`config.mk`:
```
export PLATFORM = sky130hd
export DESIGN_NAME = bitmap_page_frame_allocator_unit_flat
export DESIGN_NICKNAME = d
export VERILOG_FILES = /design/src/rtl/bpfa_pkg.sv /design/src/rtl/bpfa_in_if.sv /design/src/rtl/bpfa_out_if.sv /design/src/rtl/bitmap_page_frame_allocator_unit.sv /design/src/rtl/bpfa_ram.sv /design/src/rtl/bpfa_datapath.sv /design/src/rtl/bpfa_ctrl.sv /design/src/flat_wrapper.sv
export SDC_FILE = /design/constraint.sdc
export NUM_CORES = 2
export LEC_CHECK = 0
export ABC_CLOCK_PERIOD_IN_PS = 10600
export BUFFER_PORTS_ARGS = -buffer_cell sky130_fd_sc_hd__buf_4
export CAP_MARGIN = 20
export CORE_ASPECT_RATIO = 1.2
export CORE_UTILIZATION = 50
export CTS_CLUSTER_DIAMETER = 100
export CTS_CLUSTER_SIZE = 25
export DETAILED_ROUTE_END_ITERATION = 10
export PLACE_DENSITY = 0.65
export SYNTH_ARGS = -nofsm -noshare
export SYNTH_HDL_FRONTEND = slang
export SYNTH_SLANG_ARGS = --single-unit
```
`constraint.sdc`:
```
create_clock -name clk -period 10.6 [get_ports clk]
set_input_delay 1.59 -clock clk [delete_from_list [all_inputs] [get_ports clk]]
set_output_delay 1.59 -clock clk [all_outputs]
set_load 0.02 [all_outputs]
```
`src/rtl/bpfa_pkg.sv`:
```
// shared types, constants and helpers of the bitmap page frame allocator
package bpfa_pkg;

  localparam int unsigned FRAMES_DEF = 4096;
  localparam int unsigned OP_W       = 2;
  localparam int unsigned FRAME_W    = 12;
  localparam int unsigned STATUS_W   = 2;
  localparam int unsigned COUNT_W    = 13;
  localparam int unsigned LIMIT_W    = 13;
  localparam int unsigned WORD_W     = 64;
  localparam int unsigned BIT_W      = 6;

  localparam logic [LIMIT_W-1:0] LIMIT_RST = 13'd4096;

  typedef enum logic [OP_W-1:0] {
    OP_ALLOC   = 2'd0,
    OP_FREE    = 2'd1,
    OP_RELEASE = 2'd2,
    OP_RESERVE = 2'd3
  } opcode_t;

  typedef enum logic [STATUS_W-1:0] {
    ST_OK    = 2'd0,
    ST_NOMEM = 2'd1,
    ST_RANGE = 2'd2,
    ST_SAME  = 2'd3
  } status_t;

  typedef enum logic [1:0] {
    S_CLEAR,
    S_IDLE,
    S_WORK,
    S_FINISH
  } state_t;

  // controller to datapath
  typedef struct packed {
    logic clr_step;
    logic load;
    logic scan_step;
    logic apply;
    logic emit;
  } ctl_cmd_t;

  // datapath to controller
  typedef struct packed {
    logic clr_last;
    logic work_done;
  } ctl_sts_t;

  // position of the lowest clear bit of a bitmap word
  function automatic logic [BIT_W-1:0] first_zero(input logic [WORD_W-1:0] w);
    logic [BIT_W-1:0] idx;
    idx = '0;
    for (int i = WORD_W - 1; i >= 0; i--) begin
      if (!w[i]) idx = BIT_W'(i);
    end
    return idx;
  endfunction

endpackage

```
`src/rtl/bpfa_in_if.sv`:
```
// request channel: opcode and frame number with valid/ready
interface bpfa_in_if;
  logic                             valid;
  logic                             ready;
  logic [bpfa_pkg::OP_W-1:0]        opcode;
  logic [bpfa_pkg::FRAME_W-1:0]     frame_number;

  modport source (output valid, output opcode, output frame_number, input ready);
  modport sink   (input valid, input opcode, input frame_number, output ready);
endinterface

```
`src/rtl/bpfa_out_if.sv`:
```
// result channel: status, granted frame and free count with valid/ready
interface bpfa_out_if;
  logic                             valid;
  logic                             ready;
  logic [bpfa_pkg::STATUS_W-1:0]    status;
  logic [bpfa_pkg::FRAME_W-1:0]     granted_frame;
  logic [bpfa_pkg::COUNT_W-1:0]     free_count_now;

  modport source (output valid, output status, output granted_frame,
                  output free_count_now, input ready);
  modport sink   (input valid, input status, input granted_frame,
                  input free_count_now, output ready);
endinterface

```
`src/rtl/bitmap_page_frame_allocator_unit.sv`:
```
// Bitmap page frame allocator, first fit, one used bit per frame in a 64-bit wide RAM.
// Free, release and reserve read only the addressed word; alloc scans one bitmap word per cycle
// from word 0 (WORDS = FRAMES/64, 64 by default) until it finds a clear bit or reaches the last.
// The result then goes through the result and output registers, waiting while the last result is
// untaken; no new request is taken before that. After reset every frame is used, the free count is
// zero and a sweep fills the bitmap with ones, with no request taken until it ends.
module bitmap_page_frame_allocator_unit #(
  parameter int unsigned FRAMES = bpfa_pkg::FRAMES_DEF
) (
  input  logic                          clk,
  input  logic                          rst_n,
  input  logic                          cfg_we,
  input  logic [bpfa_pkg::LIMIT_W-1:0]  cfg_wdata,
  bpfa_in_if.sink                       in_ch,
  bpfa_out_if.source                    out_ch
);

  bpfa_pkg::ctl_cmd_t cmd;
  bpfa_pkg::ctl_sts_t sts;

  // sequencing and handshakes
  bpfa_ctrl u_ctrl (
    .clk       (clk),
    .rst_n     (rst_n),
    .in_valid  (in_ch.valid),
    .in_ready  (in_ch.ready),
    .out_valid (out_ch.valid),
    .out_ready (out_ch.ready),
    .cmd       (cmd),
    .sts       (sts)
  );

  // bitmap, counter and result datapath
  bpfa_datapath #(
    .FRAMES (FRAMES)
  ) u_datapath (
    .clk                (clk),
    .rst_n              (rst_n),
    .cmd                (cmd),
    .sts                (sts),
    .cfg_we             (cfg_we),
    .cfg_wdata          (cfg_wdata),
    .in_opcode          (in_ch.opcode),
    .in_frame_number    (in_ch.frame_number),
    .out_status         (out_ch.status),
    .out_granted_frame  (out_ch.granted_frame),
    .out_free_count_now (out_ch.free_count_now)
  );

endmodule

```
`src/rtl/bpfa_ram.sv`:
```
// generic simple dual-port ram, one write port, one registered read port
module bpfa_ram #(
  parameter int unsigned WIDTH = 64,
  parameter int unsigned DEPTH = 64
) (
  input  logic                                   clk,
  input  logic                                   we,
  input  logic [(DEPTH > 1 ? $clog2(DEPTH) : 1)-1:0] waddr,
  input  logic [WIDTH-1:0]                       wdata,
  input  logic [(DEPTH > 1 ? $clog2(DEPTH) : 1)-1:0] raddr,
  output logic [WIDTH-1:0]                       rdata_r
);

  logic [WIDTH-1:0] mem [DEPTH];

  // write port
  always_ff @(posedge clk) begin
    if (we) mem[waddr] <= wdata;
  end

  // registered read
  always_ff @(posedge clk) begin
    rdata_r <= mem[raddr];
  end

endmodule

```
`src/rtl/bpfa_datapath.sv`:
```
// bitmap storage, scan addressing, bit update, free counter and result registers
module bpfa_datapath #(
  parameter int unsigned FRAMES = bpfa_pkg::FRAMES_DEF
) (
  input  logic                             clk,
  input  logic                             rst_n,
  input  bpfa_pkg::ctl_cmd_t               cmd,
  output bpfa_pkg::ctl_sts_t               sts,
  input  logic                             cfg_we,
  input  logic [bpfa_pkg::LIMIT_W-1:0]     cfg_wdata,
  input  logic [bpfa_pkg::OP_W-1:0]        in_opcode,
  input  logic [bpfa_pkg::FRAME_W-1:0]     in_frame_number,
  output logic [bpfa_pkg::STATUS_W-1:0]    out_status,
  output logic [bpfa_pkg::FRAME_W-1:0]     out_granted_frame,
  output logic [bpfa_pkg::COUNT_W-1:0]     out_free_count_now
);

  localparam int unsigned WORDS = (FRAMES + 63) / 64;
  localparam int unsigned AW    = WORDS > 1 ? $clog2(WORDS) : 1;
  localparam int unsigned FW    = AW + bpfa_pkg::BIT_W;
  localparam int unsigned CW    = (FW > bpfa_pkg::LIMIT_W ? FW : bpfa_pkg::LIMIT_W) + 1;
  localparam logic [AW-1:0] LAST_ADDR  = AW'(WORDS - 1);
  localparam logic [AW-1:0] FIRST_STEP = AW'(WORDS > 1 ? 1 : 0);
  localparam logic [CW-1:0] FRAMES_C   = CW'(FRAMES);

  logic [bpfa_pkg::LIMIT_W-1:0]  limit_r;
  logic [bpfa_pkg::COUNT_W-1:0]  count_r, count_nxt;
  logic [AW-1:0]                 scan_addr_r, scan_addr_nxt;
  logic [AW-1:0]                 chk_addr_r;
  bpfa_pkg::opcode_t             op_r;
  logic [bpfa_pkg::FRAME_W-1:0]  frame_r;
  bpfa_pkg::status_t             res_status_r, res_status;
  logic [bpfa_pkg::FRAME_W-1:0]  res_granted_r, res_granted;
  logic [bpfa_pkg::STATUS_W-1:0] out_status_r;
  logic [bpfa_pkg::FRAME_W-1:0]  out_granted_r;
  logic [bpfa_pkg::COUNT_W-1:0]  out_count_r;

  logic [AW-1:0]                 rd_addr, in_word;
  logic [bpfa_pkg::WORD_W-1:0]   word, upd_word, ram_wdata;
  logic [AW-1:0]                 ram_waddr;
  logic                          ram_we, upd_we;
  logic                          found, cur;
  logic [bpfa_pkg::BIT_W-1:0]    bitpos, bsel;
  logic [CW-1:0]                 lim, cand, frame_c, limit_c;

  // frame limit in force
  assign limit_c = CW'(limit_r);
  assign lim     = (limit_c < FRAMES_C) ? limit_c : FRAMES_C;

  // read address: word 0 for alloc or the addressed word on accept, then the scan pointer
  assign in_word = AW'(32'(in_frame_number) >> bpfa_pkg::BIT_W);
  always_comb begin
    if (cmd.load) begin
      rd_addr = (bpfa_pkg::opcode_t'(in_opcode) == bpfa_pkg::OP_ALLOC) ? '0 : in_word;
    end else begin
      rd_addr = scan_addr_r;
    end
  end

  // scan pointer doubles as the clear sweep counter
  always_comb begin
    scan_addr_nxt = scan_addr_r;
    if (cmd.clr_step) begin
      scan_addr_nxt = (scan_addr_r == LAST_ADDR) ? '0 : scan_addr_r + AW'(1);
    end else if (cmd.load) begin
      scan_addr_nxt = FIRST_STEP;
    end else if (cmd.scan_step && scan_addr_r != LAST_ADDR) begin
      scan_addr_nxt = scan_addr_r + AW'(1);
    end
  end

  // examine the word that came back and work out the update
  assign found   = (word != '1);
  assign bitpos  = bpfa_pkg::first_zero(word);
  assign cand    = CW'({chk_addr_r, bitpos});
  assign frame_c = CW'(frame_r);
  assign bsel    = frame_r[bpfa_pkg::BIT_W-1:0];
  assign cur     = word[bsel];

  always_comb begin
    res_status  = bpfa_pkg::ST_OK;
    res_granted = '0;
    upd_word    = word;
    upd_we      = 1'b0;
    count_nxt   = count_r;
    case (op_r)
      bpfa_pkg::OP_ALLOC: begin
        if (found && cand < lim) begin
          upd_word    = word | (64'd1 << bitpos);
          upd_we      = 1'b1;
          count_nxt   = count_r - 13'd1;
          res_granted = bpfa_pkg::FRAME_W'(cand);
        end else begin
          res_status = bpfa_pkg::ST_NOMEM;
        end
      end
      default: begin
        if (op_r == bpfa_pkg::OP_FREE && frame_r == '0) begin
          res_status = bpfa_pkg::ST_SAME;
        end else if (frame_c >= lim) begin
          res_status = bpfa_pkg::ST_RANGE;
        end else if (op_r == bpfa_pkg::OP_RESERVE) begin
          if (!cur) begin
            upd_word  = word | (64'd1 << bsel);
            upd_we    = 1'b1;
            count_nxt = count_r - 13'd1;
          end else begin
            res_status = bpfa_pkg::ST_SAME;
          end
        end else begin
          if (cur) begin
            upd_word  = word & ~(64'd1 << bsel);
            upd_we    = 1'b1;
            count_nxt = count_r + 13'd1;
          end else begin
            res_status = bpfa_pkg::ST_SAME;
          end
        end
      end
    endcase
  end

  // ram write: clear sweep fills with ones, apply writes the updated word
  always_comb begin
    if (cmd.clr_step) begin
      ram_we    = 1'b1;
      ram_waddr = scan_addr_r;
      ram_wdata = '1;
    end else begin
      ram_we    = cmd.apply && upd_we;
      ram_waddr = chk_addr_r;
      ram_wdata = upd_word;
    end
  end

  bpfa_ram #(
    .WIDTH (bpfa_pkg::WORD_W),
    .DEPTH (WORDS)
  ) u_bitmap (
    .clk     (clk),
    .we      (ram_we),
    .waddr   (ram_waddr),
    .wdata   (ram_wdata),
    .raddr   (rd_addr),
    .rdata_r (word)
  );

  // status back to the controller
  assign sts.clr_last  = (scan_addr_r == LAST_ADDR);
  assign sts.work_done = (op_r != bpfa_pkg::OP_ALLOC) || found || (chk_addr_r == LAST_ADDR);

  // control registers
  always_ff @(posedge clk) begin
    if (!rst_n) begin
      limit_r     <= bpfa_pkg::LIMIT_RST;
      count_r     <= '0;
      scan_addr_r <= '0;
    end else begin
      if (cfg_we) limit_r <= cfg_wdata;
      if (cmd.apply) count_r <= count_nxt;
      scan_addr_r <= scan_addr_nxt;
    end
  end

  // request, address and result registers
  always_ff @(posedge clk) begin
    if (cmd.load) begin
      op_r    <= bpfa_pkg::opcode_t'(in_opcode);
      frame_r <= in_frame_number;
    end
    if (cmd.load || cmd.scan_step) chk_addr_r <= rd_addr;
    if (cmd.apply) begin
      res_status_r  <= res_status;
      res_granted_r <= res_granted;
    end
    if (cmd.emit) begin
      out_status_r  <= res_status_r;
      out_granted_r <= res_granted_r;
      out_count_r   <= count_r;
    end
  end

  assign out_status         = out_status_r;
  assign out_granted_frame  = out_granted_r;
  assign out_free_count_now = out_count_r;

  // the free count moves by at most one frame per cycle
  a_count_step: assert property (@(posedge clk) disable iff (!rst_n)
    $past(rst_n) |-> (count_r == $past(count_r)) || (count_r == $past(count_r) + 13'd1) ||
                     (count_r == $past(count_r) - 13'd1))
    else $error("free count jumped by more than one");

endmodule

```
`src/rtl/bpfa_ctrl.sv`:
```
// sequencing state machine and result handshake of the frame allocator
module bpfa_ctrl (
  input  logic                clk,
  input  logic                rst_n,
  input  logic                in_valid,
  output logic                in_ready,
  output logic                out_valid,
  input  logic                out_ready,
  output bpfa_pkg::ctl_cmd_t  cmd,
  input  bpfa_pkg::ctl_sts_t  sts
);

  bpfa_pkg::state_t state_r, state_nxt;
  logic             out_valid_r, out_valid_nxt;

  // state register and result valid flag
  always_ff @(posedge clk) begin
    if (!rst_n) begin
      state_r     <= bpfa_pkg::S_CLEAR;
      out_valid_r <= 1'b0;
    end else begin
      state_r     <= state_nxt;
      out_valid_r <= out_valid_nxt;
    end
  end

  // next state and commands
  always_comb begin
    state_nxt = state_r;
    cmd       = '0;
    in_ready  = 1'b0;
    case (state_r)
      bpfa_pkg::S_CLEAR: begin
        cmd.clr_step = 1'b1;
        if (sts.clr_last) state_nxt = bpfa_pkg::S_IDLE;
      end
      bpfa_pkg::S_IDLE: begin
        in_ready = 1'b1;
        if (in_valid) begin
          cmd.load  = 1'b1;
          state_nxt = bpfa_pkg::S_WORK;
        end
      end
      bpfa_pkg::S_WORK: begin
        if (sts.work_done) begin
          cmd.apply = 1'b1;
          state_nxt = bpfa_pkg::S_FINISH;
        end else begin
          cmd.scan_step = 1'b1;
        end
      end
      bpfa_pkg::S_FINISH: begin
        if (!out_valid_r || out_ready) begin
          cmd.emit  = 1'b1;
          state_nxt = bpfa_pkg::S_IDLE;
        end
      end
      default: begin
        state_nxt = bpfa_pkg::S_CLEAR;
      end
    endcase
  end

  // result beat held until taken
  always_comb begin
    if (cmd.emit) begin
      out_valid_nxt = 1'b1;
    end else if (out_ready) begin
      out_valid_nxt = 1'b0;
    end else begin
      out_valid_nxt = out_valid_r;
    end
  end

  assign out_valid = out_valid_r;

  // an accepted beat always starts work on the next cycle
  a_accept_work: assert property (@(posedge clk) disable iff (!rst_n)
    in_valid && in_ready |=> state_r == bpfa_pkg::S_WORK)
    else $error("accepted beat did not start work");

  // a pending result never gets overwritten by a new emit
  a_no_overwrite: assert property (@(posedge clk) disable iff (!rst_n)
    out_valid_r && !out_ready |-> !cmd.emit)
    else $error("result overwritten before it was taken");

  // the clear sweep only runs right after reset
  a_no_reclear: assert property (@(posedge clk) disable iff (!rst_n)
    state_r != bpfa_pkg::S_CLEAR |=> state_r != bpfa_pkg::S_CLEAR)
    else $error("clear sweep restarted");

endmodule

```
`src/flat_wrapper.sv`:
```
// flat-port wrapper written by rule: the top's interface ports become plain ports
module bitmap_page_frame_allocator_unit_flat 
#(
  parameter int unsigned FRAMES = bpfa_pkg::FRAMES_DEF
)
  (clk, rst_n, cfg_we, cfg_wdata, in_ch_valid, in_ch_opcode, in_ch_frame_number, in_ch_ready, out_ch_valid, out_ch_status, out_ch_granted_frame, out_ch_free_count_now, out_ch_ready);
  bpfa_in_if in_ch_i ();
  bpfa_out_if out_ch_i ();
  input  logic clk;
  input  logic rst_n;
  input  logic cfg_we;
  input  logic [bpfa_pkg::LIMIT_W-1:0] cfg_wdata;
  input wire logic [$bits(in_ch_i.valid)-1:0] in_ch_valid;
  input wire logic [$bits(in_ch_i.opcode)-1:0] in_ch_opcode;
  input wire logic [$bits(in_ch_i.frame_number)-1:0] in_ch_frame_number;
  output wire logic [$bits(in_ch_i.ready)-1:0] in_ch_ready;
  output wire logic [$bits(out_ch_i.valid)-1:0] out_ch_valid;
  output wire logic [$bits(out_ch_i.status)-1:0] out_ch_status;
  output wire logic [$bits(out_ch_i.granted_frame)-1:0] out_ch_granted_frame;
  output wire logic [$bits(out_ch_i.free_count_now)-1:0] out_ch_free_count_now;
  input wire logic [$bits(out_ch_i.ready)-1:0] out_ch_ready;
  assign in_ch_i.valid = in_ch_valid;
  assign in_ch_i.opcode = in_ch_opcode;
  assign in_ch_i.frame_number = in_ch_frame_number;
  assign in_ch_ready = in_ch_i.ready;
  assign out_ch_valid = out_ch_i.valid;
  assign out_ch_status = out_ch_i.status;
  assign out_ch_granted_frame = out_ch_i.granted_frame;
  assign out_ch_free_count_now = out_ch_i.free_count_now;
  assign out_ch_i.ready = out_ch_ready;
  bitmap_page_frame_allocator_unit #(.FRAMES(FRAMES)) u_core (.clk(clk), .rst_n(rst_n), .cfg_we(cfg_we), .cfg_wdata(cfg_wdata), .in_ch(in_ch_i), .out_ch(out_ch_i));
endmodule
```
; ---- Yosys cells after proc, flatten, opt, wreduce, memory -nomap -nowiden
; Memory sizes are Yosys's and may differ from the RTL's. A register that Yosys moved wholly into a read port is not among the register bits.
; Cells that the tools add are included.
[word_totals]
mem_bits_rw = 4096
in_bits = 32
wordCells = 186
memories = 1
reg_bits = 96
[memory_table]
columns = memory, words, width, read_ports, rd_ports_with_merged_regs, write_ports, line
row1 = u_core.u_datapath.u_bitmap.mem, 64, 64, 1, 1, 1, bpfa_ram.sv:14  ; logic [WIDTH-1:0] mem [DEPTH];
[op_classes]
n_reduce_logical = 20
magnitude_cmp = 4
n_addsub = 3
bitwise_logic = 4
eq_ne = 17
muxes = 122
n_shift = 2
[op_table]
columns = operator, count
row1 = $mux W64, 8
row2 = $mux W6, 71
row3 = $or A64 B64 Y64, 2
row4 = $shl A1 B6 Y64 const A, 2
row5 = $mux W13, 8
row6 = $and A64 B64 Y64, 1
row7 = $ne A64 B64 Y1 const B, 1
row8 = $not A64 Y64, 1
row9 = $mux W1, 22
row10 = $mux W2, 11
row11 = $add A13 B1 Y13 const B, 1
row12 = $ge A12 B13 Y1, 1
row13 = $lt A12 B13 Y1, 1
row14 = $lt A13 B13 Y1 const B, 1
row15 = $sub A13 B1 Y13 const B, 1
row16 = $eq A6 B6 Y1 const B, 2
row17 = $logic_not A12 Y1, 1
row18 = $ne A2 B1 Y1 const B, 4
row19 = $pmux W2 S4, 1
row20 = $lt A6 B7 Y1 const B, 1
row21 = $add A6 B1 Y6 const B, 1
row22 = $bmux W1 S6, 1
row23 = $eq A2 B2 Y1 const B, 3
row24 = $logic_not A2 Y1, 3
row25 = 12 further kinds, 23

; ---- Longest topological paths before layout
[depth]
depth_word = 72
depth_mapped = 18
depth_no_buf = 16

; ---- Hierarchy
; Synthesis repeated with hierarchy kept, for this count alone.
[unflattened]
hier_cells = 7568
area_unflattened_um2 = 164432.7
[modules_own_cells]
columns = mod, n_inst, cells_per_inst, seq_area_each_um2, area_per_inst_um2
row1 = bpfa_ram, 1, 6598, 124279.2, 156348.7
row2 = bpfa_datapath, 1, 944, 2472.4, 7811.2
row3 = bpfa_ctrl, 1, 26, 60.1, 272.8

; ---- Worst setup path after synthesis
; OpenSTA, ideal clock, no wires.
[synth_path]
path_type = register to register
from = reg u_core.u_datapath.u_bitmap.rdata_r[62], read port of u_core.u_datapath.u_bitmap.mem
to = mem u_core.u_datapath.u_bitmap.mem[24][0] (enable)
stages_incl_launch_ff = 19
arrival_time_ns = 6.346
n_path_buf = 2
period_less_slack_ns = 6.832
path_slack_ns = 3.768
cell_sequence = dfxtp_1 -> nand2_1 -> a31oi_1 -> o211ai_1 -> a311o_1 -> a211oi_1 -> o21ai_0 -> and4_1 -> clkbuf_1 -> ha_1 -> nor2b_1 -> nor2_1 -> maj3_1 -> o21ai_0 -> or2_2 -> o41ai_4 -> buf_2 -> a31oi_4 -> nor2_1
[synth_via]
elab_chain_cells = 71
word_cells_on_any_way = 83
classes_between = order compare: 1 / eq/ne: 1 / mux: 77 / reduce/logical: 4
[synth_rtl]
columns = element, line
row1 = start: declaration, bpfa_ram.sv:11  ; output logic [WIDTH-1:0] rdata_r
row2 = $mux W6 (63 in a row), bpfa_pkg.sv:56  ; if (!w[i]) idx = BIT_W'(i);
row3 = "net u_core.u_datapath.bitpos, one bit", bpfa_datapath.sv:43  ; logic [bpfa_pkg::BIT_W-1:0] bitpos, bsel;
row4 = $lt A12 B13 Y1, bpfa_datapath.sv:88  ; if (found && cand < lim) begin
row5 = $logic_and A1 B1 Y1, bpfa_datapath.sv:88
row6 = $mux W1, bpfa_datapath.sv:88
row7 = $mux W1, bpfa_datapath.sv:86  ; case (op_r)
row8 = $logic_and A1 B1 Y1, bpfa_datapath.sv:130  ; ram_we = cmd.apply && upd_we;
row9 = $mux W1, bpfa_datapath.sv:125  ; if (cmd.clr_step) begin
row10 = $mux W1, bpfa_ram.sv:18  ; if (we) mem[waddr] <= wdata;
row11 = $mux W1 (implied by the code), bpfa_ram.sv:18
row12 = end: declaration, bpfa_ram.sv:14
; The timed path passes the listed nets, and every way through them passes these cells. The select of a mux whose other input is x is not followed.

; ---- Final worst setup path
[layout_path]
from = reg u_core.u_datapath.u_bitmap.rdata_r[24], read port of u_core.u_datapath.u_bitmap.mem
to = mem u_core.u_datapath.u_bitmap.mem[62][26] (enable)
[layout_via]
elab_chain_cells = 33
word_cells_on_any_way = 45
classes_between = order compare: 1 / eq/ne: 1 / mux: 39 / reduce/logical: 4
[layout_rtl]
columns = element, line
row1 = $mux W6 (25 in a row), bpfa_pkg.sv:56
row2 = "net u_core.u_datapath.bitpos, one bit", bpfa_datapath.sv:43
row3 = $lt A12 B13 Y1, bpfa_datapath.sv:88
row4 = $logic_and A1 B1 Y1, bpfa_datapath.sv:88
row5 = $mux W1, bpfa_datapath.sv:88
row6 = $mux W1, bpfa_datapath.sv:86
row7 = $logic_and A1 B1 Y1, bpfa_datapath.sv:130
row8 = $mux W1, bpfa_datapath.sv:125
row9 = $mux W1, bpfa_ram.sv:18
row10 = $mux W1 (implied by the code), bpfa_ram.sv:18
; The timed path passes the listed nets, and every way through them passes these cells. The select of a mux whose other input is x is not followed.

==> key figures <==
Synthesis
  • Post-Syn Instances: 8421
  • Syn_nets: 8483
  • Syn Area/Cell: 19.7 um^2
  • Yosys reg bits: 4256
  • Top cell type by total area after synthesis: edfxtp_1
  • Post-synth ARST share: 0
  • Synth top area cells: edfxtp_1 (75%), mux4_2 (14%), nand2_1 (2.7%)
  • Distinct cells, synth: 72
  • Synth Cell Area: 166000 um^2
  • Synth Warn #: 0
  • Post-synth EDFFs: 4157
  • Share of the yosys chip area belonging to registers: 0.766
  • Main synth FF type: edfxtp_1
  • Synth top area share: 0.754

Worst setup path
  • R2r endpoint: u_core.u_datapath.u_bitmap.mem[62][26]
  • Cell depth of the worst flop-to-flop path: 18
  • Crit Path Class: reg2reg
  • Setup crit start kind: flip-flop
  • Crit Reg-Reg Startpoint: u_core.u_datapath.u_bitmap.rdata_r[24]
  • CP required: 11190 ps
  • Arrival time worst endpoint: 7750 ps
  • Crit path max fanout: 30
  • R2R setup slack: 3440 ps
  • Crit path capture type: flip-flop

Final layout
  • Final std cells w/o fill: 13000
  • Most frequent cells in the layout: edfxtp_1 (4157), nand2_1 (1186), mux4_2 (1028)
  • Commonest non-fill, non-tap cell in the layout: edfxtp_1
  • Nets@finish: 8545
  • Layout cells sized above 1: 0.205
  • Area Overhead vs Synth: 8.13%

Clock tree
  • CTS Buffer Depth: 4
  • Clk Latency, worst-skew pair: 960 ps
  • Clk root buf: clkbuf_16
  • H-tree depth: 4
  • Total setup buffers inserted after CTS: 0
  • Post-CTS Hold Fix Bufs: 0
  • Clock Pin Slew Worst Setup and Hold Paths: 100 ps
  • Post_cts resized: 0
  • Num CTS Buffers: 197
  • Sink Count: 4256
  • CTS tree: built

Power
  • Leakage power: 0.0529 uW
  • Pwr/cell area: 218 nW/um^2
  • VDD IR-drop max: 0.000276 V
  • Tot Pwr: 39000 uW

STA
  • Final setup fails: 0
  • Period utilization: 0.675
  • Fmax: 140 MHz
  • Worst relative slew slack: 0.179
  • Final Hold Vio Count: 0
  • Worst Tran Pin Value: 1230 ps
  • Setup tns final: 0 ps
  • RSZ-0062 raised after global routing: no
  • Slew Viols, Final: 0
  • Fin Clk Skew: 90.1 ps
  • Post-layout min period: 7160 ps
  • Worst hold margin: 428 ps

Drt
  • Routed vias/inst: 6.63
  • WL per Instance: 36.4 um
  • Drt first-iter violations: 12700
  • Post-route ant nets: 0
  • Number of remaining DRC errors: 2
  • Via Count: 86300
  • Drt total wl: 473000 um
  • Router iterations before antenna repair: 9

Floorplan
  • Rows: 231
  • Core area: 330000 um^2
  • Ports: 61
  • Initial cell density of the core: 0.502
  • Die Ht: 633 um
  • Die Area: 334000 um^2
  • Die W: 527 um

Global routing
  • Vias in the first global route: 84600
  • Final global-route overflow total: 0
  • First-pass GRT wire length: 662000 um
  • Pin count of the biggest net entering global routing: 110
  • Total global-route track usage: 0.283
  • Initial antenna violation count: 29

Min path
  • Hold EP: u_core.u_datapath.out_granted_frame[8]
  • Worst hold path class: reg2reg
  • Hold path depth: 0
  • Hold path start: u_core.u_datapath.res_granted_r[8]

Placement
  • DP Wirelength: 278000 um
  • Final Wtd Congestion: 0.914
  • Placed cell count: 12700
  • Port buffer count: 60

Outcome
  • Failing checks: DRC
  • Status: finished with violations

Run
  • Maxcap violations: 0
[final cells by class]
| type | count | area, um^2 |
|---|---|---|
| Antenna cell | 15 | 37.5 |
| Clock buffer | 280 | 5320 |
| Clock inverter | 8 | 110 |
| Fill cell | 25000 | 151000 |
| Inverter | 32 | 135 |
| Multi-Input combinational cell | 3641 | 38100 |
| Sequential cell | 4256 | 127000 |
| Tap cell | 4427 | 5540 |
| Timing Repair Buffer | 355 | 3070 |
[power by group]
part,switching [uW],internal (uW)
sequential,351,19000
combinational,6840,4220
clock,5040,3540
total,12200,26700
[cells in the mapped netlist, types with 14 or more instances]
master	number
nor3_1	30
buf_1	174
nand2b_1	18
mux4_2	1028
a311oi_1	193
nand2_1	1186
ha_1	30
nand3_1	284
dfxtp_1	99
edfxtp_1	4157
o21ai_0	101
nor2b_1	16
mux2i_1	41
a31oi_1	74
and3_1	132
buf_2	23
a221oi_1	61
nor2_1	146
and2_1	14
a21oi_1	93
a22oi_1	16
clkbuf_1	292
inv_1	31
nand4_1	36
[critical path: stages (launching register included)]
cell      delay [ps]
dfxtp_1          810
nand4_1          370
nor4_1           600
nand3_1          350
inv_1            260
ha_1             190
a21o_1           110
a21o_1           120
a21oi_1           70
o311ai_1         560
or3_1            380
o32ai_1          180
o21ai_0          340
o41ai_4          140
buf_4            270
a31oi_2          900
nor2_4           170
buf_4            470
buf_4            430
[metrics by stage]
stage	utilization	instance area, um^2	setup slack, ps
after floorplan	-	166000	3770
after global placement	0.526	174000	3630
after detailed placement	0.526	174000	3670
after CTS	0.543	179000	3650
after global routing	0.543	179000	3220
final	0.543	179000	3440
[routing by layer]
metal / GRT usage / up-vias / part of all wire
li1: - / 34300 / -
met1: 0.387 / 46400 / 0.37
met2: 0.460 / 4898 / 0.49
met3: 0.0456 / 737 / 0.094
met4: 0.110 / 10 / 0.045
met5: 0 / - / 0.00014
[sequential cells by signal, indices dropped and copies added (netlist names)]
register                              flops
u_core.u_ctrl.out_valid                   1
u_core.u_ctrl.state_r                     2
u_core.u_datapath.chk_addr_r              6
u_core.u_datapath.count_r                13
u_core.u_datapath.frame_r                12
u_core.u_datapath.limit_r                13
u_core.u_datapath.op_r                    2
u_core.u_datapath.out_free_count_now     13
u_core.u_datapath.out_granted_frame      12
u_core.u_datapath.out_status              2
u_core.u_datapath.res_granted_r          12
u_core.u_datapath.res_status_r            2
u_core.u_datapath.scan_addr_r             6
u_core.u_datapath.u_bitmap.mem         4096
u_core.u_datapath.u_bitmap.rdata_r       64
[kinds of logic (layout without fill, tap and decap cells)]
logic type	after synthesis	in the layout	share of synthesized area
other	0	15	0
buffers and inverters	524	675	0.0121
adders and majority gates	31	31	0.00233
AOI/OAI and AO/OA	616	616	0.0270
and+or+nand+nor	1917	1917	0.0502
DFF	4256	4256	0.766
muxes	1072	1072	0.142
xor gates and xnor gates	5	5	0.000264
[how the worst max path moves through the flow]
stage | slack (ps) | cells after the start | endpoint | start
4_1_cts | 3650 | 18 | u_core.u_datapath.u_bitmap.mem[41][19] | u_core.u_datapath.u_bitmap.rdata_r[24]
6_report | 3440 | 18 | u_core.u_datapath.u_bitmap.mem[62][26] | u_core.u_datapath.u_bitmap.rdata_r[24]
5_1_grt | 3220 | 18 | u_core.u_datapath.u_bitmap.mem[62][16] | u_core.u_datapath.u_bitmap.rdata_r[18]
3_5_place_dp | 3670 | 13 | u_core.u_datapath.u_bitmap.rdata_r[4] | in_ch_valid
3_3_place_gp | 3630 | 18 | u_core.u_datapath.u_bitmap.mem[62][14] | u_core.u_datapath.u_bitmap.rdata_r[18]
2_1_floorplan | 3770 | 18 | u_core.u_datapath.u_bitmap.mem[24][0] | u_core.u_datapath.u_bitmap.rdata_r[62]
Power figures use the tool's default switching activity.
